<file path="config.mk">
export PLATFORM = sky130hd
export DESIGN_NAME = halfband_upsample_2x_stereo_top_flat
export DESIGN_NICKNAME = d
export VERILOG_FILES = /design/src/hbu_pkg.sv /design/src/hbu_in_if.sv /design/src/hbu_out_if.sv /design/src/hbu_cell.sv /design/src/hbu_fir.sv /design/src/hbu_hist.sv /design/src/halfband_upsample_2x_stereo_top.sv /design/src/flat_wrapper.sv
export VERILOG_INCLUDE_DIRS = /design/src /design/src/src
export SDC_FILE = /design/constraint.sdc
export NUM_CORES = 1
export LEC_CHECK = 0
export ABC_CLOCK_PERIOD_IN_PS = 12000
export BUFFER_PORTS_ARGS = -buffer_cell sky130_fd_sc_hd__buf_2
export CORE_MARGIN = 2
export CORE_UTILIZATION = 50
export DETAILED_ROUTE_END_ITERATION = 10
export GPL_TIMING_DRIVEN = 0
export HOLD_SLACK_MARGIN = 0.12
export PLACE_DENSITY = 0.69
export SYNTH_ARGS = -nofsm -noshare
export SYNTH_HDL_FRONTEND = slang
export SYNTH_SLANG_ARGS = --single-unit
</file>
<file path="constraint.sdc">
create_clock -name clk_i -period 12 [get_ports clk_i]
set_input_delay 0.6 -clock clk_i [delete_from_list [all_inputs] [get_ports clk_i]]
set_output_delay 0.6 -clock clk_i [all_outputs]
set_load 0.03 [all_outputs]
</file>
<file path="src/halfband_upsample_2x_stereo_top_assert.svh">
// Assertion macros for the stereo 2x half-band upsampler.
// Used by the modules that assert; expects clk_i and rst_ni in scope.
`ifndef HALFBAND_UPSAMPLE_2X_STEREO_TOP_ASSERT_SVH
`define HALFBAND_UPSAMPLE_2X_STEREO_TOP_ASSERT_SVH

`ifndef NO_ASSERTIONS
// Check outside reset.
`define HBU_ASSERT(lbl, prop) \
  lbl: assert property (@(posedge clk_i) disable iff (!rst_ni) prop) \
    else $error("hbu: assertion failed");
// Check at every edge, reset included.
`define HBU_ASSERT_ALWAYS(lbl, prop) \
  lbl: assert property (@(posedge clk_i) prop) \
    else $error("hbu: assertion failed");
`else
`define HBU_ASSERT(lbl, prop)
`define HBU_ASSERT_ALWAYS(lbl, prop)
`endif

`endif

</file>
<file path="src/hbu_pkg.sv">
// Shared types and constants for the stereo 2x half-band upsampler.
// No dependencies; imported by every module and interface of the block.
package hbu_pkg;

  localparam int SampleW   = 16;
  localparam int Shift     = 4;
  localparam int AccW      = 21;   // holds -p + 9c + 9n - m + 8 for 16-bit samples
  localparam int HistDepth = 3;
  localparam int JobCells  = 6;    // p, c, n, m taps of up to three output steps

  localparam logic [1:0] FillMax  = 2'd3;
  localparam logic [1:0] StepsMax = 2'd3;

  localparam logic signed [SampleW-1:0] SampleMax = {1'b0, {(SampleW-1){1'b1}}};
  localparam logic signed [SampleW-1:0] SampleMin = {1'b1, {(SampleW-1){1'b0}}};
  localparam logic signed [AccW-1:0]    RoundAdd  = AccW'(8);

  typedef struct packed {
    logic signed [SampleW-1:0] left;
    logic signed [SampleW-1:0] right;
  } pair_t;

  // Work handed from the history row to the job row on an input transfer.
  typedef struct packed {
    logic [1:0] steps;
    logic       frame_end;
  } job_load_t;

endpackage

</file>
<file path="src/hbu_in_if.sv">
// Input channel of the upsampler: one stereo pair and an end-of-frame flag.
// Depends on hbu_pkg.
interface hbu_in_if import hbu_pkg::*; ();
  logic                      valid;
  logic                      ready;
  logic signed [SampleW-1:0] left_in;
  logic signed [SampleW-1:0] right_in;
  logic                      frame_end;

  modport source (output valid, output left_in, output right_in, output frame_end,
                  input ready);
  modport sink   (input valid, input left_in, input right_in, input frame_end,
                  output ready);
endinterface

</file>
<file path="src/hbu_out_if.sv">
// Output channel of the upsampler: one stereo pair with run and frame flags.
// Depends on hbu_pkg.
interface hbu_out_if import hbu_pkg::*; ();
  logic                      valid;
  logic                      ready;
  logic signed [SampleW-1:0] left_out;
  logic signed [SampleW-1:0] right_out;
  logic                      run_end;
  logic                      frame_done;

  modport source (output valid, output left_out, output right_out, output run_end,
                  output frame_done, input ready);
  modport sink   (input valid, input left_out, input right_out, input run_end,
                  input frame_done, output ready);
endinterface

</file>
<file path="src/hbu_cell.sv">
// One cell of a sample row: holds a stereo pair, loads or takes its neighbor.
// Depends on hbu_pkg.
module hbu_cell import hbu_pkg::*; (
  input  logic  clk_i,
  input  logic  load_i,
  input  logic  shift_i,
  input  pair_t load_pair_i,
  input  pair_t next_pair_i,
  output pair_t pair_o
);

  pair_t pair_q;
  pair_t pair_d;

  always_comb begin
    pair_d = pair_q;
    if (load_i) begin
      pair_d = load_pair_i;
    end else if (shift_i) begin
      pair_d = next_pair_i;
    end
  end

  always_ff @(posedge clk_i) begin
    pair_q <= pair_d;
  end

  assign pair_o = pair_q;

endmodule

</file>
<file path="src/hbu_fir.sv">
// Four-tap half-band interpolation (-1, 9, 9, -1) with rounding and saturation.
// Depends on hbu_pkg.
module hbu_fir import hbu_pkg::*; (
  input  pair_t prev_i,
  input  pair_t cur_i,
  input  pair_t next_i,
  input  pair_t next2_i,
  output pair_t interp_o
);

  function automatic logic signed [SampleW-1:0] tap_sum(
    input logic signed [SampleW-1:0] p,
    input logic signed [SampleW-1:0] c,
    input logic signed [SampleW-1:0] n,
    input logic signed [SampleW-1:0] m
  );
    logic signed [AccW-1:0]       pe;
    logic signed [AccW-1:0]       ce;
    logic signed [AccW-1:0]       ne;
    logic signed [AccW-1:0]       me;
    logic signed [AccW-1:0]       acc;
    logic signed [AccW-Shift-1:0] sh;
    logic signed [SampleW-1:0]    res;
    pe  = {{(AccW-SampleW){p[SampleW-1]}}, p};
    ce  = {{(AccW-SampleW){c[SampleW-1]}}, c};
    ne  = {{(AccW-SampleW){n[SampleW-1]}}, n};
    me  = {{(AccW-SampleW){m[SampleW-1]}}, m};
    acc = (ce <<< 3) + ce + (ne <<< 3) + ne - pe - me + RoundAdd;
    // floor shift: drop the low bits of the two's complement sum
    sh  = acc[AccW-1:Shift];
    if (sh[AccW-Shift-1] != sh[SampleW-1]) begin
      res = sh[AccW-Shift-1] ? SampleMin : SampleMax;
    end else begin
      res = sh[SampleW-1:0];
    end
    return res;
  endfunction

  assign interp_o.left  = tap_sum(prev_i.left,  cur_i.left,  next_i.left,  next2_i.left);
  assign interp_o.right = tap_sum(prev_i.right, cur_i.right, next_i.right, next2_i.right);

endmodule

</file>
<file path="src/hbu_hist.sv">
// Frame history: a row of three cells plus fill count, and the window that
// seeds the job row on each input transfer. Depends on hbu_pkg, hbu_cell.
`include "halfband_upsample_2x_stereo_top_assert.svh"

module hbu_hist import hbu_pkg::*; (
  input  logic      clk_i,
  input  logic      rst_ni,
  input  logic      accept_i,
  input  logic      frame_end_i,
  input  pair_t     in_pair_i,
  output job_load_t job_o,
  output pair_t     window_o [JobCells]
);

  pair_t      hist [HistDepth];
  pair_t      seq  [HistDepth+1];
  logic [1:0] cnt_q;
  logic [1:0] cnt_d;
  logic       start;

  // Row of history cells: advance on a mid-frame transfer, clear at frame end.
  for (genvar g = 0; g < HistDepth; g++) begin : g_hist
    pair_t nxt;
    if (g == HistDepth - 1) begin : g_tail
      assign nxt = in_pair_i;
    end else begin : g_mid
      assign nxt = hist[g+1];
    end
    hbu_cell u_cell (
      .clk_i       (clk_i),
      .load_i      (accept_i & frame_end_i),
      .shift_i     (accept_i & ~frame_end_i),
      .load_pair_i ('0),
      .next_pair_i (nxt),
      .pair_o      (hist[g])
    );
  end

  always_comb begin
    cnt_d = cnt_q;
    if (accept_i) begin
      if (frame_end_i) begin
        cnt_d = '0;
      end else if (cnt_q != FillMax) begin
        cnt_d = cnt_q + 2'd1;
      end
    end
  end

  always_ff @(posedge clk_i or negedge rst_ni) begin
    if (!rst_ni) begin
      cnt_q <= '0;
    end else begin
      cnt_q <= cnt_d;
    end
  end

  // Oldest to newest: history then the incoming pair.
  always_comb begin
    for (int i = 0; i < HistDepth; i++) begin
      seq[i] = hist[i];
    end
    seq[HistDepth] = in_pair_i;
  end

  assign start = (cnt_q == FillMax);

  // Job cell k takes the sample at window position start - 1 + k, with the
  // first sample repeated before the frame and the newest repeated after it.
  always_comb begin
    logic [3:0] q;
    logic [1:0] lo;
    logic [1:0] sel;
    lo = 2'd3 - cnt_q;
    for (int k = 0; k < JobCells; k++) begin
      q = 4'd2 - {2'b00, cnt_q} + {3'b000, start} + 4'(k);
      if (q > 4'd3) begin
        sel = 2'd3;
      end else if (q[1:0] < lo) begin
        sel = lo;
      end else begin
        sel = q[1:0];
      end
      window_o[k] = seq[sel];
    end
  end

  always_comb begin
    job_o.frame_end = frame_end_i;
    if (frame_end_i) begin
      case (cnt_q)
        2'd0:    job_o.steps = 2'd1;
        2'd1:    job_o.steps = 2'd2;
        default: job_o.steps = StepsMax;
      endcase
    end else begin
      job_o.steps = (cnt_q >= 2'd2) ? 2'd1 : 2'd0;
    end
  end

  `HBU_ASSERT(a_clear_on_end, accept_i && frame_end_i |=> cnt_q == 2'd0)
  `HBU_ASSERT(a_fill_step, accept_i && !frame_end_i && cnt_q != FillMax |=> cnt_q == $past(cnt_q) + 2'd1)
  `HBU_ASSERT(a_fill_hold, !accept_i |=> cnt_q == $past(cnt_q))

endmodule

</file>
<file path="src/halfband_upsample_2x_stereo_top.sv">
// Stereo 2x half-band upsampler, top level.
// Depends on hbu_pkg, hbu_in_if, hbu_out_if, hbu_cell, hbu_fir, hbu_hist.
//
// Usage:
//   in_i carries one left/right pair per transfer; frame_end marks the last
//   pair of a frame. out_o carries the result pairs: each original pair as
//   is, then the interpolated pair (-x[n-1] + 9x[n] + 9x[n+1] - x[n+2] + 8)>>4,
//   saturated. run_end flags the last result of an input transfer,
//   frame_done the last result of a frame.
// Output lags input by two pairs; the first two pairs of a frame yield no
// result, and the frame-end pair flushes up to three pairs (six results).
// The copy result of an input transfer passes through the job row and the
// output register before it is valid on out_o; its interpolated result follows.
// Throughput: one result per cycle through the single output register while
// the receiver takes each result.
// A row of six job cells holds the filter taps and advances one sample after
// each interpolated result; the next input transfer can be taken as early as
// the cycle in which the current job's last result enters the output register.
// Reset clears the fill count, the step and phase state and the output valid.
// While the receiver stalls, the output register holds; the job row and in_i
// are stalled as long as the current job still has results to hand over.
`include "halfband_upsample_2x_stereo_top_assert.svh"

module halfband_upsample_2x_stereo_top import hbu_pkg::*; (
  input  logic             clk_i,
  input  logic             rst_ni,
  hbu_in_if.sink           in_i,
  hbu_out_if.source        out_o
);

  pair_t     in_pair;
  pair_t     window [JobCells];
  pair_t     job    [JobCells];
  pair_t     interp;
  job_load_t job_load;

  logic       in_fire;
  logic       out_free;
  logic       emit;
  logic       final_emit;

  logic [1:0] steps_q, steps_d;
  logic       phase_q, phase_d;     // 0: copy result next, 1: interpolated result next
  logic       last_q,  last_d;
  logic       out_valid_q, out_valid_d;
  pair_t      out_pair_q, out_pair_d;
  logic       run_end_q, run_end_d;
  logic       frame_done_q, frame_done_d;

  assign in_pair.left  = in_i.left_in;
  assign in_pair.right = in_i.right_in;

  // Output register frees up when empty or when its content transfers.
  assign out_free   = ~out_valid_q | out_o.ready;
  assign emit       = (steps_q != 2'd0) & out_free;
  assign final_emit = emit & phase_q & (steps_q == 2'd1);

  // Take a new pair when no job is pending or while the last result of the current job moves out.
  assign in_i.ready = (steps_q == 2'd0) | final_emit;
  assign in_fire    = in_i.valid & in_i.ready;

  hbu_hist u_hist (
    .clk_i       (clk_i),
    .rst_ni      (rst_ni),
    .accept_i    (in_fire),
    .frame_end_i (in_i.frame_end),
    .in_pair_i   (in_pair),
    .job_o       (job_load),
    .window_o    (window)
  );

  // Job row: load the window on a transfer, advance one sample per step.
  for (genvar g = 0; g < JobCells; g++) begin : g_job
    pair_t nxt;
    if (g == JobCells - 1) begin : g_tail
      assign nxt = job[g];
    end else begin : g_mid
      assign nxt = job[g+1];
    end
    hbu_cell u_cell (
      .clk_i       (clk_i),
      .load_i      (in_fire),
      .shift_i     (emit & phase_q),
      .load_pair_i (window[g]),
      .next_pair_i (nxt),
      .pair_o      (job[g])
    );
  end

  hbu_fir u_fir (
    .prev_i   (job[0]),
    .cur_i    (job[1]),
    .next_i   (job[2]),
    .next2_i  (job[3]),
    .interp_o (interp)
  );

  // Sequencer: copy then interpolate for each step of the job.
  always_comb begin
    steps_d = steps_q;
    phase_d = phase_q;
    last_d  = last_q;
    if (emit) begin
      if (phase_q) begin
        steps_d = steps_q - 2'd1;
        phase_d = 1'b0;
      end else begin
        phase_d = 1'b1;
      end
    end
    if (in_fire) begin
      steps_d = job_load.steps;
      phase_d = 1'b0;
      last_d  = job_load.frame_end;
    end
  end

  // Output register: fill on a step, drop when the receiver takes it.
  always_comb begin
    out_valid_d  = out_valid_q;
    out_pair_d   = out_pair_q;
    run_end_d    = run_end_q;
    frame_done_d = frame_done_q;
    if (emit) begin
      out_valid_d = 1'b1;
      if (phase_q) begin
        out_pair_d   = interp;
        run_end_d    = (steps_q == 2'd1);
        frame_done_d = last_q & (steps_q == 2'd1);
      end else begin
        out_pair_d   = job[1];
        run_end_d    = 1'b0;
        frame_done_d = 1'b0;
      end
    end else if (out_o.ready) begin
      out_valid_d = 1'b0;
    end
  end

  always_ff @(posedge clk_i or negedge rst_ni) begin
    if (!rst_ni) begin
      steps_q     <= '0;
      phase_q     <= 1'b0;
      last_q      <= 1'b0;
      out_valid_q <= 1'b0;
    end else begin
      steps_q     <= steps_d;
      phase_q     <= phase_d;
      last_q      <= last_d;
      out_valid_q <= out_valid_d;
    end
  end

  always_ff @(posedge clk_i) begin
    out_pair_q   <= out_pair_d;
    run_end_q    <= run_end_d;
    frame_done_q <= frame_done_d;
  end

  assign out_o.valid      = out_valid_q;
  assign out_o.left_out   = out_pair_q.left;
  assign out_o.right_out  = out_pair_q.right;
  assign out_o.run_end    = run_end_q;
  assign out_o.frame_done = frame_done_q;

  `HBU_ASSERT_ALWAYS(a_done_ends_run, out_valid_q && frame_done_q |-> run_end_q)
  `HBU_ASSERT(a_run_open, out_valid_q && !run_end_q |-> steps_q != 2'd0)
  `HBU_ASSERT(a_load_fresh, in_fire |=> !phase_q)

endmodule
</file>
<file path="src/flat_wrapper.sv">
// flat-port wrapper written by rule: the top's interface ports become plain ports
module halfband_upsample_2x_stereo_top_flat import hbu_pkg::*;
  (clk_i, rst_ni, in_i_valid, in_i_left_in, in_i_right_in, in_i_frame_end, in_i_ready, out_o_valid, out_o_left_out, out_o_right_out, out_o_run_end, out_o_frame_done, out_o_ready);
  hbu_in_if in_i_i ();
  hbu_out_if out_o_i ();
  input  logic clk_i;
  input  logic rst_ni;
  input wire logic [$bits(in_i_i.valid)-1:0] in_i_valid;
  input wire logic [$bits(in_i_i.left_in)-1:0] in_i_left_in;
  input wire logic [$bits(in_i_i.right_in)-1:0] in_i_right_in;
  input wire logic [$bits(in_i_i.frame_end)-1:0] in_i_frame_end;
  output wire logic [$bits(in_i_i.ready)-1:0] in_i_ready;
  output wire logic [$bits(out_o_i.valid)-1:0] out_o_valid;
  output wire logic [$bits(out_o_i.left_out)-1:0] out_o_left_out;
  output wire logic [$bits(out_o_i.right_out)-1:0] out_o_right_out;
  output wire logic [$bits(out_o_i.run_end)-1:0] out_o_run_end;
  output wire logic [$bits(out_o_i.frame_done)-1:0] out_o_frame_done;
  input wire logic [$bits(out_o_i.ready)-1:0] out_o_ready;
  assign in_i_i.valid = in_i_valid;
  assign in_i_i.left_in = in_i_left_in;
  assign in_i_i.right_in = in_i_right_in;
  assign in_i_i.frame_end = in_i_frame_end;
  assign in_i_ready = in_i_i.ready;
  assign out_o_valid = out_o_i.valid;
  assign out_o_left_out = out_o_i.left_out;
  assign out_o_right_out = out_o_i.right_out;
  assign out_o_run_end = out_o_i.run_end;
  assign out_o_frame_done = out_o_i.frame_done;
  assign out_o_i.ready = out_o_ready;
  halfband_upsample_2x_stereo_top u_core (.clk_i(clk_i), .rst_ni(rst_ni), .in_i(in_i_i), .out_o(out_o_i));
endmodule
</file>
==> results by group, run 1 <==
Status
  • Result of the run: finished clean

Global routing
  • Via count of the first global-routing pass: 17100
  • Maximum number of pins on one net before global-route repair: 71
  • Tot GR Track Use: 0.275
  • Final global-route overflow total: 0
  • Antenna violations before repair: 3
  • Global-route wire length before repair: 98500 um

Synthesis
  • Post-synthesis cell count: 2192
  • Most frequent cell after synthesis: sky130_fd_sc_hd__nand2_1
  • Portion of netlist area occupied by mux cells: 0.114
  • Share of the synthesized netlist area taken by xor and xnor gates: 0.0133
  • Yosys synthesis warning count: 0
  • Total standard cell area after synthesis: 0.0224 mm^2
  • Complex-gate fraction of the synthesized area: 0.0756
  • Post-synthesis net count: 2459
  • Number of flip-flops and latches in the synthesized netlist: 329
  • Proportion of synthesized chip area in sequential cells: 0.396
  • Library cell with the largest summed area after synthesis: sky130_fd_sc_hd__edfxtp_1
  • Number of synthesized flops with an enable pin: 226
  • Combinational family with the most area after synthesis: adder cells
  • Synth top area cells: sky130_fd_sc_hd__edfxtp_1 (30%), sky130_fd_sc_hd__fa_1 (12%), sky130_fd_sc_hd__nand2_1 (11%)
  • Synth Area in Adders: 0.175
  • Fraction of registers with async set/reset: 0.0213
  • Post-synthesis area per instance: 10.2 um^2
  • Flip-flop cell with the highest count after synthesis: sky130_fd_sc_hd__edfxtp_1
  • Area share of the largest cell type after synthesis: 0.303
  • Most numerous cell types in the synthesized netlist: sky130_fd_sc_hd__nand2_1 (642), sky130_fd_sc_hd__inv_1 (251), sky130_fd_sc_hd__edfxtp_1 (226), sky130_fd_sc_hd__fa_1 (138), sky130_fd_sc_hd__clkbuf_1 (104)
  • Basic-gate share of the synthesized area counting and, or, nand and nor cells: 0.163
  • Number of different library cells in the post-synthesis netlist: 69

Timing
  • Peak Freq: 148 MHz
  • Period utilization: 0.565
  • Transition time of the tightest slew-check pin: 1170 ps
  • Worst rel slew slack: 0.220
  • Final Critical Period: 6780 ps
  • Number of max-slew violations in the final report: 0
  • Setup-failing EPs final: 0
  • Total negative slack: 0 ps
  • Worst clock skew: 32.3 ps
  • Setup repair after global routing missed its margin: false
  • Number of endpoints with negative hold slack in the final report: 0

Die
  • Chip width: 216 um
  • Area inside the core boundary: 0.0442 mm^2
  • Effective utilization at floorplan: 0.507
  • DIE HEIGHT: 216 um
  • Count of pins on the block boundary: 73
  • DIE AREA: 0.0466 mm^2
  • Floorplan row count: 77

Drt
  • Per-cell routed wire length: 21.6 um
  • Detail Route Antenna Nets: 0
  • Ratio of routed vias to standard cells: 5.87
  • Detailed-routing iteration count for the pre-antenna-repair pass: 6
  • Count of unresolved DRC violations after routing: 0
  • Detailed Route WL: 63200 um
  • Via Count: 17200
  • Iteration-0 DRC Markers: 2230

Cells and area
  • Ratio of cells with drive above 1 in the final layout: 0.112
  • Post-route standard cell area excluding fillers: 0.0250 mm^2
  • End-of-flow core utilization: 0.564
  • Layout Cells excl Fill: 2932
  • Area growth from synthesis to layout: 11.3%
  • Post-layout nets: 2575

Clocking
  • Maximum buffer depth of the clock tree: 3
  • Number of clock buffers inserted by TritonCTS: 38
  • Worst-skew pair later-pin latency: 560 ps
  • H-Tree Depth: 2
  • Post-CTS Setup Bufs: 0
  • Clock sinks: 329
  • Clock tree from TritonCTS: done
  • PostCTS Resize Cnt: 0
  • Clock root buffer: sky130_fd_sc_hd__clkbuf_16
  • Clock edge transition at the registers on the reported setup and hold paths: 60 ps

Placed design
  • Cell area after placement: 0.0236 mm^2
  • Number of placed instances with taps included: 2859
  • Detail Placement HPWL: 48000 um
  • IO buf count: 71
  • Final weighted congestion of routability-driven global placement: 0.954

Setup path
  • Arrival @ worst endpoint: 7030 ps
  • Startpoint class of the critical path: flip-flop
  • Worst Path Max Fanout: 10
  • Data required time at the worst endpoint: 12250 ps
  • Setup CP Type: flip-flop to flip-flop
  • Kind of capture point of the worst setup path: flip-flop

Run
  • Maximum Capacitance Violations: 0

Worst hold path
  • Hold crit path type: primary input to flip-flop
[what timing repair did]
action,in CTS,in global routing
endpoints found under the hold margin,7,0
endpoints found under the setup margin,0,0
hold buffers,1,0
[layout make-up]
class                   count  area, um^2
inverters                 252         946
clock inverters            23         267
plain buffers             117         467
fillers                  3731       19300
diodes                      2        5.00
flip-flops and latches    329        8880
repair buffers             76         468
clock buffers              47        1040
well taps                 592         741
multi-input cells        1494       12100
[worst paths after layout]
kind | from | to | slack, ps | depth (start not counted)
max | u_core.g_job[1].u_cell.pair_o[0] | u_core.out_o.right_out[6] | 5220 | 22
min | in_i_right_in[11] | u_core.u_hist.g_hist[2].u_cell.pair_o[11] | 370 | 3
max reg2reg | u_core.g_job[1].u_cell.pair_o[0] | u_core.out_o.right_out[6] | 5220 | 22
max in group asynchronous | rst_ni | u_core.out_o.valid | 11240 | 2
min in group asynchronous | rst_ni | u_core.last_q | 480 | 2
min reg2reg | u_core.g_job[4].u_cell.pair_o[31] | u_core.g_job[3].u_cell.pair_o[31] | 490 | 2
[cell families after synthesis]
family	count (synthesis)
and+or+nand+nor	830
DFF	329
muxes	136
buffers and inverters	369
AOI/OAI and AO/OA	264
adders and majority gates	230
xor gates and xnor gates	34
[critical path, cell delays in order (launching register included)]
cell and delay (ps):
sky130_fd_sc_hd__edfxtp_1 440, sky130_fd_sc_hd__inv_1 130, sky130_fd_sc_hd__fa_1 500, sky130_fd_sc_hd__inv_1 50, sky130_fd_sc_hd__fa_1 470, sky130_fd_sc_hd__ha_1 300
sky130_fd_sc_hd__fa_1 500, sky130_fd_sc_hd__or3b_2 470, sky130_fd_sc_hd__fa_1 460, sky130_fd_sc_hd__nor2b_1 160, sky130_fd_sc_hd__o31a_1 220, sky130_fd_sc_hd__o2111ai_1 200
sky130_fd_sc_hd__a21oi_1 200, sky130_fd_sc_hd__o21ai_0 130, sky130_fd_sc_hd__a21boi_0 300, sky130_fd_sc_hd__mux2i_1 140, sky130_fd_sc_hd__or2_2 300, sky130_fd_sc_hd__ha_1 370
sky130_fd_sc_hd__inv_1 150, sky130_fd_sc_hd__nor2_1 60, sky130_fd_sc_hd__mux2i_1 340, sky130_fd_sc_hd__clkbuf_1 400, sky130_fd_sc_hd__a31oi_1 180
[metrics by stage]
stage | hold slack, ps | worst slack (ps)
floorplan | 304 | 5270
global placement | 464 | 2670
detailed placement | 482 | 5330
CTS | 349 | 5270
global route | 375 | 4760
finish | 371 | 5220
[per-layer routing]
metal / GRT usage / share of wire
met2: 0.423 / 0.45
met4: 0.110 / 0.041
met5: 0 / 0.00030
met1: 0.387 / 0.41
met3: 0.0500 / 0.099
[flip-flops by register name, indices dropped and copies added (netlist names)]
name / cells
u_core.out_o.run_end: 1
u_core.last_q: 1
u_core.steps_q: 2
u_core.phase_q: 1
u_core.g_job.u_cell.pair_o: 192
u_core.u_hist.g_hist.u_cell.pair_o: 96
u_core.out_o.left_out: 16
u_core.out_o.right_out: 16
u_core.out_o.valid: 1
u_core.out_o.frame_done: 1
u_core.u_hist.cnt_q: 2
[layout by cell type, fill, tap and decap left out, types with 71 or more instances in the layout]
master	synthesis	final
sky130_fd_sc_hd__nand2_1	642	641
sky130_fd_sc_hd__inv_1	251	251
sky130_fd_sc_hd__edfxtp_1	226	226
sky130_fd_sc_hd__fa_1	138	138
sky130_fd_sc_hd__clkbuf_1	104	109
sky130_fd_sc_hd__nand3b_1	99	99
sky130_fd_sc_hd__mux4_2	96	96
sky130_fd_sc_hd__dfxtp_1	96	96
sky130_fd_sc_hd__ha_1	92	92
sky130_fd_sc_hd__o21ai_0	90	90
sky130_fd_sc_hd__buf_2	0	71
Power of run 1 is left out: the tool's default activity adds up to more than one toggle a clock period on the data nets, which glitch-free logic cannot reach.
==> run 2: changes to the inputs <==
--- a/config.mk
+++ b/config.mk
@@ -6,14 +6,14 @@
 export SDC_FILE = /design/constraint.sdc
 export NUM_CORES = 1
 export LEC_CHECK = 0
-export ABC_CLOCK_PERIOD_IN_PS = 12000
+export ABC_CLOCK_PERIOD_IN_PS = 5900
 export BUFFER_PORTS_ARGS = -buffer_cell sky130_fd_sc_hd__buf_2
 export CORE_MARGIN = 2
 export CORE_UTILIZATION = 50
 export DETAILED_ROUTE_END_ITERATION = 10
 export GPL_TIMING_DRIVEN = 0
 export HOLD_SLACK_MARGIN = 0.12
-export PLACE_DENSITY = 0.69
+export PLACE_DENSITY = 0.72
 export SYNTH_ARGS = -nofsm -noshare
 export SYNTH_HDL_FRONTEND = slang
 export SYNTH_SLANG_ARGS = --single-unit
==> constraint.sdc (replaced) <==
create_clock -name clk_i -period 5.9 [get_ports clk_i]
set_input_delay 0.295 -clock clk_i [delete_from_list [all_inputs] [get_ports clk_i]]
set_output_delay 0.295 -clock clk_i [all_outputs]
set_load 0.03 [all_outputs]
==> run 2 against run 1 <==
Effect of this change:
- design area rose by 1.8%
- highest routed layer unchanged
- final cell count rose by 1.4%
- first-iteration DRC count rose by 2.2%
- utilization rose by 1.0 points
- global-route usage fell by 0.17 points
- non-clock buffer count rose by 42
- worst setup slack got worse by 5000 ps
- register-to-register slack got worse by 5000 ps
==> results by group, run 2 (same netlist as run 1, synthesis figures left out) <==
Setup path
  • Worst Path Max Fanout: 5
  • Reg2Reg Capture Point: u_core.out_o.right_out[0]
  • Delay of the slowest cell on the worst path: 550 ps
  • Startpoint of the lowest-slack register-to-register path: u_core.g_job[2].u_cell.pair_o[0]
  • Startpoint class of the critical path: flip-flop
  • Arrival @ worst endpoint: 5990 ps
  • Critical-path top delay cell: sky130_fd_sc_hd__fa_2
  • Data required time at the worst endpoint: 6190 ps
  • Worst setup slack for register-to-register paths: 200 ps
  • Cell chain of the critical path: inv_2, fa_1, inv_1, fa_2, ha_4, fa_1, or3b_4, fa_2, nor2b_2, o31a_1, o2111ai_2, a21oi_2, o21ai_2, a21boi_2, mux2i_1, or2_4, ha_4, and2_4, mux2i_4, o21ai_1, mux2_2
  • Worst R2R Path Depth: 21
  • Kind of capture point of the worst setup path: flip-flop
  • Setup CP Type: flip-flop to flip-flop

Timing
  • Peak Freq: 176 MHz
  • Worst rel slew slack: 0.205
  • Worst clock skew: 28.8 ps
  • Number of max-slew violations in the final report: 0
  • Smallest setup slack after layout: 204 ps
  • Final Critical Period: 5700 ps
  • Period utilization: 0.965
  • Setup repair after global routing missed its margin: true
  • Final worst hold slack: 141 ps
  • Total negative slack: 0 ps
  • Transition time of the tightest slew-check pin: 1190 ps
  • Setup-failing EPs final: 0
  • Number of endpoints with negative hold slack in the final report: 0

Die
  • Area inside the core boundary: 0.0442 mm^2
  • Chip width: 216 um
  • Effective utilization at floorplan: 0.507
  • Floorplan row count: 77
  • Count of pins on the block boundary: 73
  • DIE AREA: 0.0466 mm^2
  • DIE HEIGHT: 216 um

Global routing
  • Maximum number of pins on one net before global-route repair: 90
  • Tot GR Track Use: 0.273
  • Global-route wire length before repair: 98200 um
  • Antenna violations before repair: 2
  • Final global-route overflow total: 0
  • Via count of the first global-routing pass: 17100

Drt
  • Count of unresolved DRC violations after routing: 0
  • Per-cell routed wire length: 21.2 um
  • Ratio of routed vias to standard cells: 5.89
  • Detail Route Antenna Nets: 0
  • Detailed-routing iteration count for the pre-antenna-repair pass: 7
  • Iteration-0 DRC Markers: 2278
  • Via Count: 17500
  • Detailed Route WL: 63000 um

Run
  • Maximum Capacitance Violations: 0

Clocking
  • Worst-skew pair later-pin latency: 560 ps
  • Clock edge transition at the registers on the reported setup and hold paths: 60 ps
  • H-Tree Depth: 2
  • Clock sinks: 329
  • Maximum buffer depth of the clock tree: 3
  • Clock tree from TritonCTS: done
  • Number of clock buffers inserted by TritonCTS: 38
  • Clock root buffer: sky130_fd_sc_hd__clkbuf_16

Worst hold path
  • Hold crit path type: primary input to flip-flop
  • HP Start: in_i_right_in[14]
  • Worst hold path stage count: 3
  • Capture endpoint of the worst hold path: u_core.u_hist.g_hist[2].u_cell.pair_o[14]

Cells and area
  • Post-layout nets: 2617
  • Most common cell after layout, fill and taps aside: sky130_fd_sc_hd__nand2_1
  • Area growth from synthesis to layout: 13.3%
  • Commonest non-fill, non-tap cells in the layout: sky130_fd_sc_hd__nand2_1 (641), sky130_fd_sc_hd__inv_1 (248), sky130_fd_sc_hd__edfxtp_1 (226)
  • Ratio of cells with drive above 1 in the final layout: 0.121
  • Largest register FFs: 192

Placed design
  • IO buf count: 71
  • Detail Placement HPWL: 47000 um
  • Worst setup slack after placement: -834 ps
  • Final weighted congestion of routability-driven global placement: 0.954

Status
  • Result of the run: finished clean
run 2: cell types whose count changed in the layout (fill, tap and decap cells not counted), moves of 3 or more:
cell and delta:
sky130_fd_sc_hd__clkinv_1 -5, sky130_fd_sc_hd__clkbuf_8 +4, sky130_fd_sc_hd__clkbuf_1 +6, sky130_fd_sc_hd__buf_4 +11
sky130_fd_sc_hd__dlygate4sd3_1 +32, sky130_fd_sc_hd__inv_1 -3
run 2: how the worst max path moves through the flow:
stage,start,to,slack (ps),depth (start not counted)
finish,u_core.g_job[2].u_cell.pair_o[0],u_core.out_o.right_out[0],200,21
global route,u_core.g_job[2].u_cell.pair_o[0],u_core.out_o.right_out[0],-30,21
CTS,u_core.g_job[2].u_cell.pair_o[0],u_core.out_o.right_out[0],30,22
detailed placement,u_core.g_job[2].u_cell.pair_o[0],u_core.out_o.right_out[4],-830,22
global placement,u_core.steps_q[0],u_core.g_job[4].u_cell.pair_o[2],-1190,5
floorplan,u_core.g_job[2].u_cell.pair_o[0],u_core.out_o.right_out[10],60,22
run 2: per-stage QoR:
| step | util | instances | instance area, um^2 |
|---|---|---|---|
| after floorplan | - | 2192 | 22400 |
| after global placement | 0.532 | 2855 | 23500 |
| after detailed placement | 0.534 | 2858 | 23600 |
| after CTS | 0.572 | 2967 | 25300 |
| after global routing | 0.574 | 2972 | 25400 |
| final | 0.574 | 2974 | 25400 |
run 2: repair_timing:
action                                 4_1_cts  5_1_grt
hold buffers                                33        0
buffers inserted                             5        5
pin swaps                                    6       12
endpoints found under the hold margin       54        0
gates cloned                                 1        0
setup endpoints to repair                   15       15
gates resized for setup                     16       16
run 2: area by class of cell:
cell class	count	area [um^2]
Multi-Input combinational cell	1494	12200
Inverter	252	948
Tap cell	592	741
Clock buffer	57	1080
Sequential cell	329	8880
Antenna cell	2	5.00
Fill cell	3690	18800
Buffer	117	478
Clock inverter	13	169
Timing Repair Buffer	118	851
run 2: per-layer routing:
metal / up-vias / GRT usage / part of all wire
met3: 146 / 0.0507 / 0.10
met2: 976 / 0.423 / 0.45
met1: 8603 / 0.388 / 0.41
li1: 7783 / - / -
met5: - / 0 / 0.00021
met4: 2 / 0.0954 / 0.037
run 2: worst max-delay path: cells and delay by family (launching register included):
kind            cells  cell delay, ps
mux                 3             730
simple gates        4             830
compound gates      6             940
buf+inv             2             110
flops               1             460
fa+ha+maj           6            2340
Power of run 2 is left out for the same reason.
